### config.mk
export PLATFORM = sky130hd
export DESIGN_NAME = utf8_validate_and_count_top
export DESIGN_NICKNAME = d
export VERILOG_FILES = /design/src/rtl/utf8vc_pkg.sv /design/src/rtl/utf8vc_seq_check.sv /design/src/rtl/utf8vc_core.sv /design/src/rtl/utf8_validate_and_count_top.sv
export SDC_FILE = /design/constraint.sdc
export NUM_CORES = 1
export LEC_CHECK = 0
export ABC_AREA = 1
export BUFFER_PORTS_ARGS = -buffer_cell sky130_fd_sc_hd__buf_2
export CORE_MARGIN = 3
export CORE_UTILIZATION = 40
export CTS_CLUSTER_SIZE = 28
export DETAILED_ROUTE_END_ITERATION = 7
export PLACE_DENSITY_LB_ADDON = 0.15
export SLEW_MARGIN = 20
export SYNTH_ARGS = -nofsm -noshare
export SYNTH_HDL_FRONTEND = slang
export SYNTH_SLANG_ARGS = --single-unit
### constraint.sdc
create_clock -name clk_i -period 5.25 [get_ports clk_i]
set_input_delay 0.2625 -clock clk_i [delete_from_list [all_inputs] [get_ports clk_i]]
set_output_delay 0.2625 -clock clk_i [all_outputs]
set_load 0.05 [all_outputs]
### src/rtl/utf8vc_pkg.sv
`timescale 1ns / 1ps
// Shared types, byte constants and decode functions for the UTF-8 validator.
// No dependencies.
package utf8vc_pkg;

  localparam int unsigned COUNT_BITS_DEF = 32;
  localparam int unsigned OUT_BITS       = 32;

  // Lead and continuation byte limits
  localparam logic [7:0] CONT_MIN  = 8'h80;
  localparam logic [7:0] CONT_MAX  = 8'hBF;
  localparam logic [7:0] LEAD2_MIN = 8'hC2;
  localparam logic [7:0] LEAD_E0   = 8'hE0;
  localparam logic [7:0] LEAD_ED   = 8'hED;
  localparam logic [7:0] LEAD_EF   = 8'hEF;
  localparam logic [7:0] LEAD_F0   = 8'hF0;
  localparam logic [7:0] LEAD_F4   = 8'hF4;
  localparam logic [7:0] BYTE_A0   = 8'hA0;
  localparam logic [7:0] BYTE_9F   = 8'h9F;
  localparam logic [7:0] BYTE_90   = 8'h90;
  localparam logic [7:0] BYTE_8F   = 8'h8F;
  localparam logic [7:0] BYTE_AF   = 8'hAF;
  localparam logic [7:0] BYTE_B7   = 8'hB7;
  localparam logic [7:0] BYTE_BE   = 8'hBE;
  localparam logic [7:0] BYTE_BF   = 8'hBF;

  localparam logic [2:0] LEN_1 = 3'd1;
  localparam logic [2:0] LEN_2 = 3'd2;
  localparam logic [2:0] LEN_3 = 3'd3;
  localparam logic [2:0] LEN_4 = 3'd4;
  localparam logic [2:0] LEN_5 = 3'd5;
  localparam logic [2:0] LEN_6 = 3'd6;

  typedef struct packed {
    logic [7:0] data_byte;
    logic       last;
  } utf8vc_in_t;

  typedef struct packed {
    logic                valid_res;
    logic [OUT_BITS-1:0] char_count;
    logic [OUT_BITS-1:0] end_offset;
  } utf8vc_out_t;

  // Sequence length implied by a lead byte
  function automatic logic [2:0] lead_len(input logic [7:0] b);
    logic [2:0] len;
    if (b < 8'hC0)      len = LEN_1;
    else if (b < 8'hE0) len = LEN_2;
    else if (b < 8'hF0) len = LEN_3;
    else if (b < 8'hF8) len = LEN_4;
    else if (b < 8'hFC) len = LEN_5;
    else if (b < 8'hFE) len = LEN_6;
    else                len = LEN_1;
    return len;
  endfunction

  function automatic logic is_cont(input logic [7:0] b);
    return (b >= CONT_MIN) && (b <= CONT_MAX);
  endfunction

endpackage

### src/rtl/utf8vc_seq_check.sv
`timescale 1ns / 1ps
// Verdict on one completed UTF-8 sequence (length, held bytes, final byte).
// Depends on utf8vc_pkg.
module utf8vc_seq_check (
  input  logic [2:0]  len_i,
  input  logic [23:0] held_i,
  input  logic [7:0]  fin_i,
  output logic        ok_o
);
  import utf8vc_pkg::*;

  logic [7:0] h2, h1, h0;

  assign h2 = held_i[23:16];
  assign h1 = held_i[15:8];
  assign h0 = held_i[7:0];

  always_comb begin
    ok_o = 1'b0;
    case (len_i)
      LEN_1: ok_o = fin_i < CONT_MIN;
      LEN_2: ok_o = (h0 >= LEAD2_MIN) && is_cont(fin_i);
      LEN_3: begin
        // h1 = lead, h0 = second byte
        ok_o = is_cont(h0) && is_cont(fin_i);
        if (h1 == LEAD_E0 && h0 < BYTE_A0) ok_o = 1'b0;
        if (h1 == LEAD_ED && h0 > BYTE_9F) ok_o = 1'b0;
        if (h1 == LEAD_EF) begin
          // noncharacters FDD0..FDEF and FFFE/FFFF
          if (h0 == BYTE_B7 && fin_i >= BYTE_90 && fin_i <= BYTE_AF) ok_o = 1'b0;
          if (h0 == BYTE_BF && (fin_i == BYTE_BE || fin_i == BYTE_BF)) ok_o = 1'b0;
        end
      end
      LEN_4: begin
        ok_o = (h2 <= LEAD_F4) && is_cont(h1) && is_cont(h0) && is_cont(fin_i);
        if (h2 == LEAD_F0 && h1 < BYTE_90) ok_o = 1'b0;
        if (h2 == LEAD_F4 && h1 > BYTE_8F) ok_o = 1'b0;
        if ((fin_i == BYTE_BE || fin_i == BYTE_BF) && h0 == BYTE_BF && h1[3:0] == 4'hF)
          ok_o = 1'b0;
      end
      default: ok_o = 1'b0;
    endcase
  end

endmodule

### src/rtl/utf8vc_core.sv
`timescale 1ns / 1ps
// Sequence walker state, counters and result register.
// Depends on utf8vc_pkg and utf8vc_seq_check.
module utf8vc_core #(
  parameter int unsigned COUNT_BITS = utf8vc_pkg::COUNT_BITS_DEF
) (
  input  logic                     clk_i,
  input  logic                     rst_ni,
  input  logic                     item_valid_i,
  input  utf8vc_pkg::utf8vc_in_t   item_i,
  output logic                     item_ready_o,
  output logic                     out_valid_o,
  input  logic                     out_stall_i,
  output utf8vc_pkg::utf8vc_out_t  out_data_o
);
  import utf8vc_pkg::*;

  localparam logic [COUNT_BITS-1:0] CNT_MAX = {COUNT_BITS{1'b1}};

  logic [2:0]            bytes_left_q, bytes_left_d;
  logic [23:0]           seq_bytes_q, seq_bytes_d;
  logic [2:0]            seq_length_q, seq_length_d;
  logic [COUNT_BITS-1:0] seq_start_q, seq_start_d;
  logic [COUNT_BITS-1:0] byte_offset_q, byte_offset_d;
  logic [COUNT_BITS-1:0] seq_count_q, seq_count_d;
  logic                  all_valid_q, all_valid_d;
  logic [COUNT_BITS-1:0] first_bad_q, first_bad_d;
  logic                  out_valid_q;
  utf8vc_out_t           out_data_q;

  logic        advance;
  logic        starting;
  logic [23:0] held;
  logic        seq_done;
  logic        seq_ok;
  logic        bad;

  assign item_ready_o = !out_valid_q || !out_stall_i;
  assign advance      = item_valid_i && item_ready_o;
  assign starting     = (bytes_left_q == 3'd0);
  assign held         = starting ? 24'd0 : seq_bytes_q;

  always_comb begin
    seq_length_d  = starting ? lead_len(item_i.data_byte) : seq_length_q;
    bytes_left_d  = starting ? seq_length_d - 3'd1 : bytes_left_q - 3'd1;
    seq_start_d   = starting ? byte_offset_q : seq_start_q;
    seq_count_d   = (starting && seq_count_q != CNT_MAX) ? seq_count_q + 1'b1 : seq_count_q;
    byte_offset_d = (byte_offset_q != CNT_MAX) ? byte_offset_q + 1'b1 : byte_offset_q;
    seq_done      = (bytes_left_d == 3'd0);
    seq_bytes_d   = seq_done ? held : {held[15:0], item_i.data_byte};
    // truncated sequence at end of string is bad too
    bad           = (seq_done && !seq_ok) || (item_i.last && !seq_done);
    all_valid_d   = all_valid_q && !bad;
    first_bad_d   = (all_valid_q && bad) ? seq_start_d : first_bad_q;
  end

  utf8vc_seq_check u_seq_check (
    .len_i  (seq_length_d),
    .held_i (held),
    .fin_i  (item_i.data_byte),
    .ok_o   (seq_ok)
  );

  always_ff @(posedge clk_i or negedge rst_ni) begin
    if (!rst_ni) begin
      bytes_left_q  <= '0;
      seq_bytes_q   <= '0;
      seq_length_q  <= '0;
      seq_start_q   <= '0;
      byte_offset_q <= '0;
      seq_count_q   <= '0;
      all_valid_q   <= 1'b1;
      first_bad_q   <= '0;
      out_valid_q   <= 1'b0;
    end else begin
      if (advance) begin
        if (item_i.last) begin
          bytes_left_q  <= '0;
          seq_bytes_q   <= '0;
          seq_length_q  <= '0;
          seq_start_q   <= '0;
          byte_offset_q <= '0;
          seq_count_q   <= '0;
          all_valid_q   <= 1'b1;
          first_bad_q   <= '0;
        end else begin
          bytes_left_q  <= bytes_left_d;
          seq_bytes_q   <= seq_bytes_d;
          seq_length_q  <= seq_length_d;
          seq_start_q   <= seq_start_d;
          byte_offset_q <= byte_offset_d;
          seq_count_q   <= seq_count_d;
          all_valid_q   <= all_valid_d;
          first_bad_q   <= first_bad_d;
        end
      end
      if (advance && item_i.last) begin
        out_valid_q <= 1'b1;
      end else if (!out_stall_i) begin
        out_valid_q <= 1'b0;
      end
    end
  end

  // result payload, no reset needed
  always_ff @(posedge clk_i) begin
    if (advance && item_i.last) begin
      out_data_q.valid_res  <= all_valid_d;
      out_data_q.char_count <= OUT_BITS'(seq_count_d);
      out_data_q.end_offset <= all_valid_d ? OUT_BITS'(byte_offset_d)
                                           : OUT_BITS'(first_bad_d);
    end
  end

  assign out_valid_o = out_valid_q;
  assign out_data_o  = out_data_q;

  a_left_range: assert property (@(posedge clk_i) disable iff (!rst_ni)
    bytes_left_q <= 3'd5)
    else $error("bytes_left out of range");

  a_left_vs_len: assert property (@(posedge clk_i) disable iff (!rst_ni)
    bytes_left_q != 3'd0 |-> seq_length_q > bytes_left_q)
    else $error("bytes_left not below sequence length");

  a_count_le_off: assert property (@(posedge clk_i) disable iff (!rst_ni)
    seq_count_q <= byte_offset_q)
    else $error("sequence count exceeds byte offset");

  a_bad_le_off: assert property (@(posedge clk_i) disable iff (!rst_ni)
    !all_valid_q |-> first_bad_q <= byte_offset_q)
    else $error("first bad offset beyond bytes consumed");

  a_last_clears: assert property (@(posedge clk_i) disable iff (!rst_ni)
    advance && item_i.last |=> bytes_left_q == 3'd0 && all_valid_q && out_valid_q)
    else $error("end of string did not restart walker");

endmodule

### src/rtl/utf8_validate_and_count_top.sv
`timescale 1ns / 1ps
// Top level of the strict UTF-8 validator and sequence counter.
// Depends on utf8vc_pkg and utf8vc_core.
//
// Usage:
//   Input channel: one string byte per transaction (data_byte, last), with
//   in_valid_i / in_stall_o. Bytes of one string follow in order; the byte
//   with last set closes the string and the next byte starts a new one.
//   Output channel: one transaction per string, out_valid_o / out_stall_i,
//   carrying valid_res, char_count (sequences walked, invalid ones too) and
//   end_offset (first bad sequence start, or byte length when valid).
//   Counters are COUNT_BITS wide, saturate, and are reported in 32 bits.
// Result: out_valid_o rises once the last byte has passed the input register
//   and the walker has written the result register.
// Throughput: one byte per cycle with no stalled result, set by the single
//   walker stage whose state update must finish before the next byte is judged.
// Stall: a held result blocks the walker only; an empty input register still
//   takes one more byte, then in_stall_o rises until the result is taken.
// Reset: asynchronous, active low; clears the walker to the start of a new
//   string and drops both valid flags.
module utf8_validate_and_count_top #(
  parameter int unsigned COUNT_BITS = utf8vc_pkg::COUNT_BITS_DEF
) (
  input  logic                     clk_i,
  input  logic                     rst_ni,
  input  logic                     in_valid_i,
  output logic                     in_stall_o,
  input  utf8vc_pkg::utf8vc_in_t   in_data_i,
  output logic                     out_valid_o,
  input  logic                     out_stall_i,
  output utf8vc_pkg::utf8vc_out_t  out_data_o
);
  import utf8vc_pkg::*;

  logic       in_valid_q;
  utf8vc_in_t in_data_q;
  logic       core_ready;
  logic       in_take;

  // input register frees when empty or when the walker consumes it
  assign in_stall_o = in_valid_q && !core_ready;
  assign in_take    = in_valid_i && !in_stall_o;

  always_ff @(posedge clk_i or negedge rst_ni) begin
    if (!rst_ni) begin
      in_valid_q <= 1'b0;
    end else if (!in_stall_o) begin
      in_valid_q <= in_valid_i;
    end
  end

  always_ff @(posedge clk_i) begin
    if (in_take) begin
      in_data_q <= in_data_i;
    end
  end

  utf8vc_core #(
    .COUNT_BITS (COUNT_BITS)
  ) u_core (
    .clk_i        (clk_i),
    .rst_ni       (rst_ni),
    .item_valid_i (in_valid_q),
    .item_i       (in_data_q),
    .item_ready_o (core_ready),
    .out_valid_o  (out_valid_o),
    .out_stall_i  (out_stall_i),
    .out_data_o   (out_data_o)
  );

  a_stall_needs_item: assert property (@(posedge clk_i) disable iff (!rst_ni)
    in_stall_o |-> in_valid_q)
    else $error("input stalled with empty input register");

  a_stall_needs_result: assert property (@(posedge clk_i) disable iff (!rst_ni)
    in_stall_o |-> out_valid_o && out_stall_i)
    else $error("input stalled while result path free");

  a_take_loads: assert property (@(posedge clk_i) disable iff (!rst_ni)
    in_take |=> in_valid_q)
    else $error("accepted byte not held in input register");

endmodule
==> results of run 1 <==
[worst max-delay path: stages, from the launching register on]
cell	delay (ns)
dfrtp_1	0.39
inv_1	0.08
ha_1	0.15
ha_2	0.38
inv_8	0.15
nor2_1	0.17
nand2_1	0.12
o21ai_0	0.24
inv_1	0.15
ha_1	0.31
nand2_1	0.04
nand2_1	0.12
o211ai_2	0.15
nor2_8	0.37
inv_4	0.20
nand2_4	0.15
nand3_4	0.47
inv_4	0.54
nand2_1	0.12
nand2_1	0.09
[cell usage after synthesis, types with 23 or more instances]
master      n  area, um^2
xor2_1     54         473
o21ai_0   158         791
nor3_1     23         115
nand3_1   109         546
nand2_2    25         156
clkbuf_1   47         176
nand4_1    23         144
edfxtp_1   74        2220
nor2_1     88         330
dfrtp_1   160        4000
nand2_1   449        1690
a21oi_1    31         155
inv_1     147         552
[flip-flops by register name (all words and copies together), names as in the netlist, 9 cells and up]
signal and flops:
u_core.out_data_o 65, u_core.seq_start_q 32, in_data_q 9, u_core.first_bad_q 32, u_core.seq_bytes_q 24, u_core.byte_offset_q 32, u_core.seq_count_q 32
[through the flow]
| step | std cells | hold WS, ns | setup slack (ns) | power [mW] | util, % |
|---|---|---|---|---|---|
| 6_report | 2004 | 0.0511 | 0.706 | 8.06 | 46.3 |
| 5_1_grt | 2004 | 0.0589 | 0.280 | 8.68 | 46.3 |
| 4_1_cts | 2004 | 0.0223 | 0.714 | 8.14 | 46.3 |
| 3_5_place_dp | 1944 | 0.325 | 0.742 | 6.18 | 43.0 |
| 3_3_place_gp | 1944 | 0.331 | 0.890 | 6.12 | 43.0 |
| 2_1_floorplan | 1527 | -0.0331 | 0.755 | 5.59 | - |
[worst max-delay path by stage]
stage                                      start                    end  slack [ns]
after detailed placement  u_core.bytes_left_q[0]  u_core.out_data_o[21]        0.74
after global routing      u_core.bytes_left_q[0]  u_core.out_data_o[19]        0.28
after CTS                 u_core.bytes_left_q[0]   u_core.out_data_o[9]        0.71
after floorplan               u_core.out_valid_o   u_core.out_data_o[0]        0.75
final                     u_core.bytes_left_q[0]  u_core.out_data_o[21]        0.71
after global placement    u_core.bytes_left_q[0]  u_core.out_data_o[31]        0.89
[cell type report]
cell class	instances	area [um^2]	share of cell area, %
clock buffers	44	830	5.82
well taps	396	495	3.47
repair buffers	102	602	4.22
multi-input cells	1072	5430	38.1
inverters	150	578	4.05
clock inverters	5	75.1	0.526
flip-flops and latches	235	6250	43.8
[cells by family after synthesis]
| family | share of synthesized area [%] |
|---|---|
| xor+xnor | 3.75 |
| compound gates | 9.29 |
| simple gates | 28.9 |
| flops | 49.6 |
| buf+inv | 7.60 |
| fa+ha+maj | 0.893 |
[repair_timing]
| item | 4_1_cts | 5_1_grt |
|---|---|---|
| setup buffers | 0 | 0 |
| resized for setup | 0 | 0 |
| hold buffers | 11 | 0 |
| hold endpoints to repair | 76 | 0 |
[report_power, final]
part           switching [mW]  total (mW)  internal (mW)  leakage (nW)
Combinational            2.46        3.40          0.938          3.10
Clock                   0.742        1.91           1.17         0.447
Sequential              0.283        2.75           2.46          2.88
Total                    3.49        8.06           4.57          6.43
[per-layer routing]
metal / routed length, um / global-route usage, % / up-vias
li1: - / - / 5123
met1: 15600 / 28.1 / 4852
met2: 13600 / 29.0 / 244
met3: 1650 / 2.75 / 35
met4: 472 / 3.38 / 0
met5: 0 / 0 / -
==> metrics.txt, run 1 <==
Num CTS Buffers 27; Max-cap violations 0; Yosys reg bits ~240; CP endpoint kind flip-flop; clock-pin slew on the worst setup and hold paths 0.05 ns; vias per cell between 5 and 6; DIE AREA around 0.034 mm^2; via count 10300; DRT Wirelength between 30 and 40 mm; Worst EP required ~5.7 ns; sequential cell area fraction in the yosys report roughly half; hold path start out_stall_i; number of fill cells 3008; initial DRC count ~850; root buffer cell clkbuf_16; Final period util about 87%; Worst Setup Start Kind flip-flop; vias in the first global route about 9800; Achievable Freq around 0.22 GHz; clock buffer depth 3; fin area roughly 0.014 mm^2; Final ANT Viol Nets 0; grt total ovfl 0; Pwr Density 565 mW/mm^2; first-pass GRT wire length 52.1 mm; final layout net count 1610; Setup violations, final 0; setup TNS 0 ns; Mean Syn Cell Area a little over 8 um^2; GRT Total Usage about a fifth; Worst Skew about 0.012 ns; I/O pins 80; initial antenna violation count 0; core area between 0.03 and 0.04 mm^2; H-tree Lvls 1; slew margin rel. ~32%; Hold Path Class input pin to flip-flop; cell area after synthesis around 0.013 mm^2; r2r setup slk 0.71 ns; ANT cells 0; Post-DP Area roughly 0.013 mm^2; die width 184 um; Syn Nets about 1500; Skew-Pair Late Insertion Delay between 0.5 and 0.6 ns; initial core utilization 40.9%; r2r endpoint u_core.out_data_o[21]; clock sinks between 200 and 250; CP arrival 4.94 ns; sink of the worst hold path u_core.out_valid_o; synth warn 0; RR Startpoint u_core.bytes_left_q[0]; TritonCTS clock tree built; Syn-to-layout area delta 13.1%; PortBufs between 70 and 80; ys async rst share approximately two thirds; Slew Limit Fails 0; Reg2Reg Depth 19; P_leak 6.43 nW; fraction of layout cells with a size suffix above 1 13.6%; worst IR drop on VDD roughly 0.00038 V; most frequent cells in the layout 448 x nand2_1, 160 x dfrtp_1, 158 x o21ai_0; number of synthesized flops with an enable pin 74; largest net degree at the start of global routing 73; Die Ht 184 um; cells after synthesis roughly 1500; Final Critical Period between 4 and 5 ns; HPWL Detailed between 20 and 25 mm; # rows 64; Distinct cells, synth 45; Hold Path Cell Cnt 3; status completed; unrepaired setup endpoints after global routing false; Synth Flop Type dfrtp_1; DRC 0; commonest non-fill, non-tap cell in the layout nand2_1; final hold vios 0; Crit Path Max Fanout 38; DR WL/cell 15.6 um; Initial DRT Pass Iterations 5; Placer Congestion between 0.8 and 0.9; critical path type flip-flop to flip-flop; Slew @ Worst Pin roughly 1 ns
No activity file was read; power rests on OpenSTA's default activity.
==> run 2, diff against run 1 <==
- SYNTH_HIERARCHICAL: not set -> 1
==> run 2 against run 1 <==
Effect of this change: flip-flop and latch count did not move; clock skew increased by 0.0054 ns; synthesized cell count increased by 6.5%; via count increased by 5.2%; fmax grew 12%; sequential share of layout area decreased by 0.11 points; register-to-register slack better by 0.48 ns; final cell count grew 4.7%; die area barely moved; non-clock buffer count is 2 lower; wire length rose by 2.2%; design area up 0.25%.
==> metrics.txt, run 2 <==
clock-pin slew on the worst setup and hold paths 0.06 ns (was 0.05 ns); grt total ovfl 0 (unchanged); ANT cells 0 (unchanged); I/O pins 80 (unchanged); Slew Limit Fails 0 (unchanged); Crit path top cell by count nor2_1 (was nand2_1); cells after synthesis 1627 (was 1527); die width 183 um (was 184 um); critical path depth 19 (unchanged); setup TNS 0 ns (unchanged); post-synth top area cell dfrtp_1 (unchanged); DR WL met3 1.58 mm (was 1.65 mm); PortBufs 79 (unchanged); Final Critical Period 4.06 ns (was 4.54 ns); initial antenna violation count 0 (unchanged); Mean Syn Cell Area 7.75 um^2 (was 8.26 um^2); largest net degree at the start of global routing 97 (was 73); Distinct cells, synth 42 (was 45); Fin Hold WS 0.0964 ns (was 0.0511 ns); Top delay family on crit path simple AND/OR/NAND/NOR gates (unchanged); GRT Total Usage 19.2% (was 18.7%); commonest non-fill, non-tap cell in the layout nand2_1 (unchanged); max FFs per register 65 (unchanged); Internal 4.84 mW (was 4.57 mW); worst setup path end u_core/out_data_o[0] (was u_core.out_data_o[21]); r2r endpoint u_core/out_data_o[0] (was u_core.out_data_o[21]); HPWL Detailed 20.6 mm (was 20.4 mm); worst IR drop on VDD 0.000360 V (was 0.000382 V); Final ANT Viol Nets 0 (unchanged); DRT Wirelength 32.0 mm (was 31.3 mm); clock sinks 235 (unchanged); DRC 0 (unchanged); number of synthesized flops with an enable pin 74 (unchanged); Initial DRT Pass Iterations 5 (unchanged); initial core utilization 40.9% (about the same); WL met1 16.0 mm (was 15.6 mm); cts hold-fix bufs 11 (unchanged); Pwr Density 622 mW/mm^2 (was 565 mW/mm^2); Worst setup startpoint u_core/bytes_left_q[2] (was u_core.bytes_left_q[0]); Syn Nets 1644 (was 1549); cell area after synthesis 0.0126 mm^2 (about the same); r2r setup slk 1.19 ns (was 0.71 ns); status completed (unchanged); final layout net count 1699 (was 1610); final hold vios 0 (unchanged); Max-cap violations 0 (unchanged); unrepaired setup endpoints after global routing false (unchanged); # rows 64 (unchanged); RR Startpoint u_core/bytes_left_q[2] (was u_core.bytes_left_q[0]); Worst EP required 5.65 ns (about the same); ys async rst share 68.5% (unchanged); ranking of synthesized cells by area dfrtp_1 32%, edfxtp_1 18%, nand2_1 15%, o21ai_0 6.2%, inv_1 5.5% (was dfrtp_1 32%, edfxtp_1 18%, nand2_1 13%, o21ai_0 6.3%, inv_1 4.4%); DIE AREA 0.0337 mm^2 (about the same); Setup violations, final 0 (unchanged); synth warn 6 (was 0); NetSw 4.05 mW (was 3.49 mW); Skew-Pair Late Insertion Delay 0.54 ns (was 0.53 ns); critical path type flip-flop to flip-flop (unchanged); Worst Skew 0.0172 ns (was 0.0118 ns); Synth Flop Type dfrtp_1 (unchanged); most frequent cells in the layout 487 x nand2_1, 184 x inv_1, 160 x dfrtp_1 (was 448 x nand2_1, 160 x dfrtp_1, 158 x o21ai_0); CP peak stage delay 0.75 ns (was 0.54 ns); slew margin rel. 30.8% (was 32.3%); hold path start out_stall_i (unchanged); P_leak 6.58 nW (was 6.43 nW); most frequent cell after synthesis nand2_1 (unchanged); Crit Path Max Fanout 34 (was 38); Final period util 77.4% (was 86.6%); # Post-CTS Setup Buffers 0 (unchanged); Synth top area share 31.8% (was 31.7%); Tot Pwr 8.89 mW (was 8.06 mW); H-tree Lvls 1 (unchanged); Die Ht 183 um (was 184 um); core area 0.0308 mm^2 (unchanged); Hold Path Class input pin to flip-flop (unchanged); DR WL/cell 15.3 um (was 15.6 um); Seq pwr share 32.5% (was 34.1%); Yosys reg bits 235 (unchanged); Post-synth top cells 488 x nand2_1, 186 x inv_1, 160 x dfrtp_1 (was 449 x nand2_1, 160 x dfrtp_1, 158 x o21ai_0); via count 10800 (was 10300); switching part of the total 45.6% (was 43.3%); Met2 Wirelength 13.9 mm (was 13.6 mm); initial DRC count 953 (was 847); Achievable Freq 0.246 GHz (was 0.220 GHz); clock buffer depth 3 (unchanged); Clock power frac 21.8% (was 23.7%); max layer used met4 (unchanged); vias per cell 5.14 (was 5.12); root buffer cell clkbuf_16 (unchanged); sequential cell area fraction in the yosys report 49.6% (about the same); CP endpoint kind flip-flop (unchanged); Reg2Reg Depth 19 (unchanged); cells along the critical path inv_2 > nand2_2 > nor2_4 > nand3_1 > o21ai_0 > inv_1 > nor2_1 > nand4_1 > nor2_1 > nand2_1 > nor2_1 > nor2_2 > a21oi_2 > inv_1 > nand4_2 > nand3_2 > inv_2 > nand3_1 > nand2_1 (was inv_1 > ha_1 > ha_2 > inv_8 > nor2_1 > nand2_1 > o21ai_0 > inv_1 > ha_1 > nand2_1 > nand2_1 > o211ai_2 > nor2_8 > inv_4 > nand2_4 > nand3_4 > inv_4 > nand2_1 > nand2_1); fraction of layout cells with a size suffix above 1 10.7% (was 13.6%); Num CTS Buffers 27 (unchanged); Syn-to-layout area delta 13.4% (was 13.1%); share of total power in combinational logic 45.7% (was 42.2%); Crit path buffers/inverters 4 (was 5); first-pass GRT wire length 53.8 mm (was 52.1 mm); TritonCTS clock tree built (unchanged); CP arrival 4.46 ns (was 4.94 ns); Worst Setup Start Kind flip-flop (unchanged); post-CTS sizing 0 (unchanged); vias in the first global route 10400 (was 9809); Placer Congestion 0.891 (was 0.874); Slew @ Worst Pin 1.04 ns (was 1.01 ns); CP max stage cell inv_2 (was inv_4)
[run 2: cell types whose count changed after synthesis, sizes merged, moves of 10 or more]
cell    previous run  this run
o22ai             19        30
nor3              25        47
nor4              16         1
nand3            131       142
nor2              98       132
inv              150       196
a21boi             0        14
a21oi             32        12
o21ai            161       171
buf               23        34
[run 2: per-layer routing]
metal	track usage, %	vias up
met5	0	-
met4	4.11	0
li1	-	5361
met2	29.5	250
met3	2.55	38
met1	29.2	5140
[run 2: worst min-delay path by stage]
stage,endpoint,cells after the start
detailed placement,in_data_q[8],1
global placement,in_data_q[8],1
CTS,u_core/out_valid_o,3
finish,u_core/out_valid_o,3
global route,u_core/out_valid_o,3
floorplan,in_valid_q,0
[run 2: cell type report]
class / count / area (um^2)
clock buffer: 31 / 742
clock inverter: 18 / 176
multi-input combinational: 1122 / 5310
sequential: 235 / 6250
inverter: 196 / 737
timing repair buffer: 100 / 587
tap: 396 / 495
fill: 3048 / 16500
[run 2: tightest hold or removal path, stage by stage]
cell	delay (ns)
buf_2	0.08
nand2_1	0.13
o21ai_0	0.11
[run 2: kinds of logic (layout without fill, tap and decap cells)]
family	count (synthesis)	count (layout)	synth area share, %
AND/OR/NAND/NOR	839	839	28.3
buffers and inverters	270	345	8.42
flip-flops	235	235	49.6
AO/OA/AOI/OAI	231	231	9.96
XOR/XNOR	48	48	3.34
adder cells (fa/ha/maj)	4	4	0.397
[run 2: power groups by stage]
stage,Combinational (mW),Sequential (mW),Clock (mW)
after detailed placement,4.07,2.92,0
after floorplan,2.77,3.35,0
after global placement,3.97,2.91,0
after CTS,4.08,2.89,2.00
final,4.06,2.89,1.94
after global routing,4.63,2.96,2.07
[run 2: stage by stage]
stage	cells	instance area, um^2	worst slack, ns	util [%]
after floorplan	1627	12600	0.728	-
after CTS	2098	14300	1.16	46.4
after global routing	2098	14300	0.796	46.4
after detailed placement	2038	13300	1.20	43.0
after global placement	2038	13300	1.33	43.0
final	2098	14300	1.19	46.4
==> run 3, diff against run 2 <==
- clock period: 5.25 -> 4.2 ns (I/O delays scaled with it)
==> run 3 against run 2 <==
Effect of this change: utilization about the same; critical path depth up 2; clock skew is 0.0016 ns lower; sequential power grew 25%.
==> metrics.txt, run 3 (synthesized netlist as in run 2, its figures left out) <==
cells along the critical path inv_2 > nand2_2 > nor2_4 > buf_4 > o21ai_0 > inv_1 > nand3b_1 > nor2_1 > nand3_1 > nand2_1 > nand2_1 > nand2_1 > a21oi_2 > inv_1 > nand4_2 > nand2_4 > nand2_2 > buf_12 > nand2_1 > nand3_1 > nand2_1 (was inv_2 > nand2_2 > nor2_4 > nand3_1 > o21ai_0 > inv_1 > nor2_1 > nand4_1 > nor2_1 > nand2_1 > nor2_1 > nor2_2 > a21oi_2 > inv_1 > nand4_2 > nand3_2 > inv_2 > nand3_1 > nand2_1); Num CTS Buffers 27 (unchanged); root buffer cell clkbuf_16 (unchanged); status completed (unchanged); die width 183 um (unchanged); unrepaired setup endpoints after global routing false (unchanged); final worst slack 0.460 ns (was 1.19 ns); clock buffer depth 3 (unchanged); Die Ht 183 um (unchanged); Crit path buffers/inverters 5 (was 4); Final period util 89.1% (was 77.4%); clock-pin slew on the worst setup and hold paths 0.06 ns (about the same); Worst EP required 4.59 ns (was 5.65 ns); via count 10700 (was 10800); Reg2Reg Depth 21 (was 19); Worst Setup Start Kind flip-flop (unchanged); DRT Wirelength 32.3 mm (was 32.0 mm); slew margin rel. 34.8% (was 30.8%); Achievable Freq 0.267 GHz (was 0.246 GHz); vias per cell 5.10 (was 5.14); sink of the worst hold path u_core/out_valid_o (unchanged); Top delay family on crit path simple AND/OR/NAND/NOR gates (unchanged); post-CTS sizing 0 (unchanged); Final Core Density 46.4% (about the same); first-pass GRT wire length 54.7 mm (was 53.8 mm); critical path type flip-flop to flip-flop (unchanged); Setup violations, final 0 (unchanged); setup TNS 0 ns (unchanged); Max-cap violations 0 (unchanged); # rows 64 (unchanged); vias in the first global route 10600 (was 10400); Final ANT Viol Nets 0 (unchanged); CP max stage cell nand2_2 (was inv_2); cts hold-fix bufs 11 (unchanged); placed instance count 2041 (was 2038); Initial DRT Pass Iterations 5 (unchanged); r2r endpoint u_core/out_data_o[24] (was u_core/out_data_o[0]); hold path start out_stall_i (unchanged); Skew-Pair Late Insertion Delay 0.54 ns (about the same); DIE AREA 0.0337 mm^2 (unchanged); fin area 0.0143 mm^2 (about the same); Worst Skew 0.0156 ns (was 0.0172 ns); Pwr Density 777 mW/mm^2 (was 622 mW/mm^2); ANT cells 0 (unchanged); max FFs per register 65 (unchanged); largest net degree at the start of global routing 99 (was 97); r2r setup slk 0.46 ns (was 1.19 ns); Hold Path Cell Cnt 3 (unchanged); Post-DP Area 0.0133 mm^2 (about the same); HPWL Detailed 20.6 mm (about the same); RR Startpoint u_core/bytes_left_q[2] (unchanged); final hold vios 0 (unchanged); CP arrival 4.13 ns (was 4.46 ns); Final Critical Period 3.74 ns (was 4.06 ns); DR WL/cell 15.4 um (was 15.3 um); I/O pins 80 (unchanged); fraction of layout cells with a size suffix above 1 10.4% (was 10.7%); DRC 0 (unchanged); Crit Path Max Fanout 33 (was 34); Worst setup startpoint u_core/bytes_left_q[2] (unchanged); PortBufs 79 (unchanged); initial core utilization 40.9% (unchanged); H-tree Lvls 1 (unchanged); Tot Pwr 11.1 mW (was 8.89 mW); TritonCTS clock tree built (unchanged); core area 0.0308 mm^2 (unchanged); clock sinks 235 (unchanged); # Post-CTS Setup Buffers 0 (unchanged); pre-CTS setup slack 0.449 ns (was 1.20 ns); Placer Congestion 0.896 (was 0.891); P_leak 6.57 nW (was 6.58 nW); grt total ovfl 0 (unchanged); CP endpoint kind flip-flop (unchanged); Slew @ Worst Pin 0.977 ns (was 1.04 ns); initial antenna violation count 0 (unchanged); worst IR drop on VDD 0.000520 V (was 0.000360 V); Slew Limit Fails 0 (unchanged); initial DRC count 881 (was 953); GRT Total Usage 19.4% (was 19.2%); Crit path top cell by count nand2_1 (was nor2_1); Syn-to-layout area delta 13.6% (was 13.4%); Hold Path Class input pin to flip-flop (unchanged); final layout net count 1702 (was 1699); fin cells 2102 (was 2098); CP peak stage delay 0.43 ns (was 0.75 ns); critical path depth 21 (was 19); Fin Hold WS 0.0385 ns (was 0.0964 ns); commonest non-fill, non-tap cell in the layout nand2_1 (unchanged); most frequent cells in the layout 487 x nand2_1, 185 x inv_1, 160 x dfrtp_1 (was 487 x nand2_1, 184 x inv_1, 160 x dfrtp_1)
## run 3: how the worst max path moves through the flow
stage,end,slack (ns)
after floorplan,u_core/out_data_o[0],0.77
after global placement,u_core/out_data_o[15],0.57
after detailed placement,u_core/out_data_o[24],0.45
after CTS,u_core/out_data_o[24],0.42
after global routing,u_core/out_data_o[24],0.03
final,u_core/out_data_o[24],0.46
## run 3: per-layer routing
| metal | routed length, um | global-route usage (%) | share of wire (%) | up-vias |
|---|---|---|---|---|
| met5 | 0 | 0 | 0 | - |
| met4 | 389 | 3.29 | 1.2 | 0 |
| met3 | 1430 | 2.53 | 4.4 | 34 |
| met2 | 13900 | 30.0 | 43 | 221 |
| met1 | 16600 | 29.7 | 51 | 5086 |
| li1 | - | - | - | 5386 |
## run 3: where the power goes
part | internal, mW | switching (mW)
clock network | 1.35 | 0.969
logic | 1.42 | 3.75
registers | 3.24 | 0.380
## run 3: layout make-up
type,instances,area [um^2]
fillers,3076,16500
flip-flops and latches,235,6250
multi-input cells,1122,5310
inverters,196,736
clock buffers,32,724
repair buffers,103,647
well taps,396,495
clock inverters,18,149
## run 3: worst reg2reg max path, stage by stage (launching register included)
cell and delay [ns]:
dfrtp_1 0.37, inv_2 0.08, nand2_2 0.07, nor2_4 0.32, buf_4 0.33, o21ai_0 0.19
inv_1 0.12, nand3b_1 0.08, nor2_1 0.11, nand3_1 0.07, nand2_1 0.07, nand2_1 0.04
nand2_1 0.08, a21oi_2 0.05, inv_1 0.06, nand4_2 0.16, nand2_4 0.39, nand2_2 0.44
buf_12 0.32, nand2_1 0.09, nand3_1 0.07, nand2_1 0.09
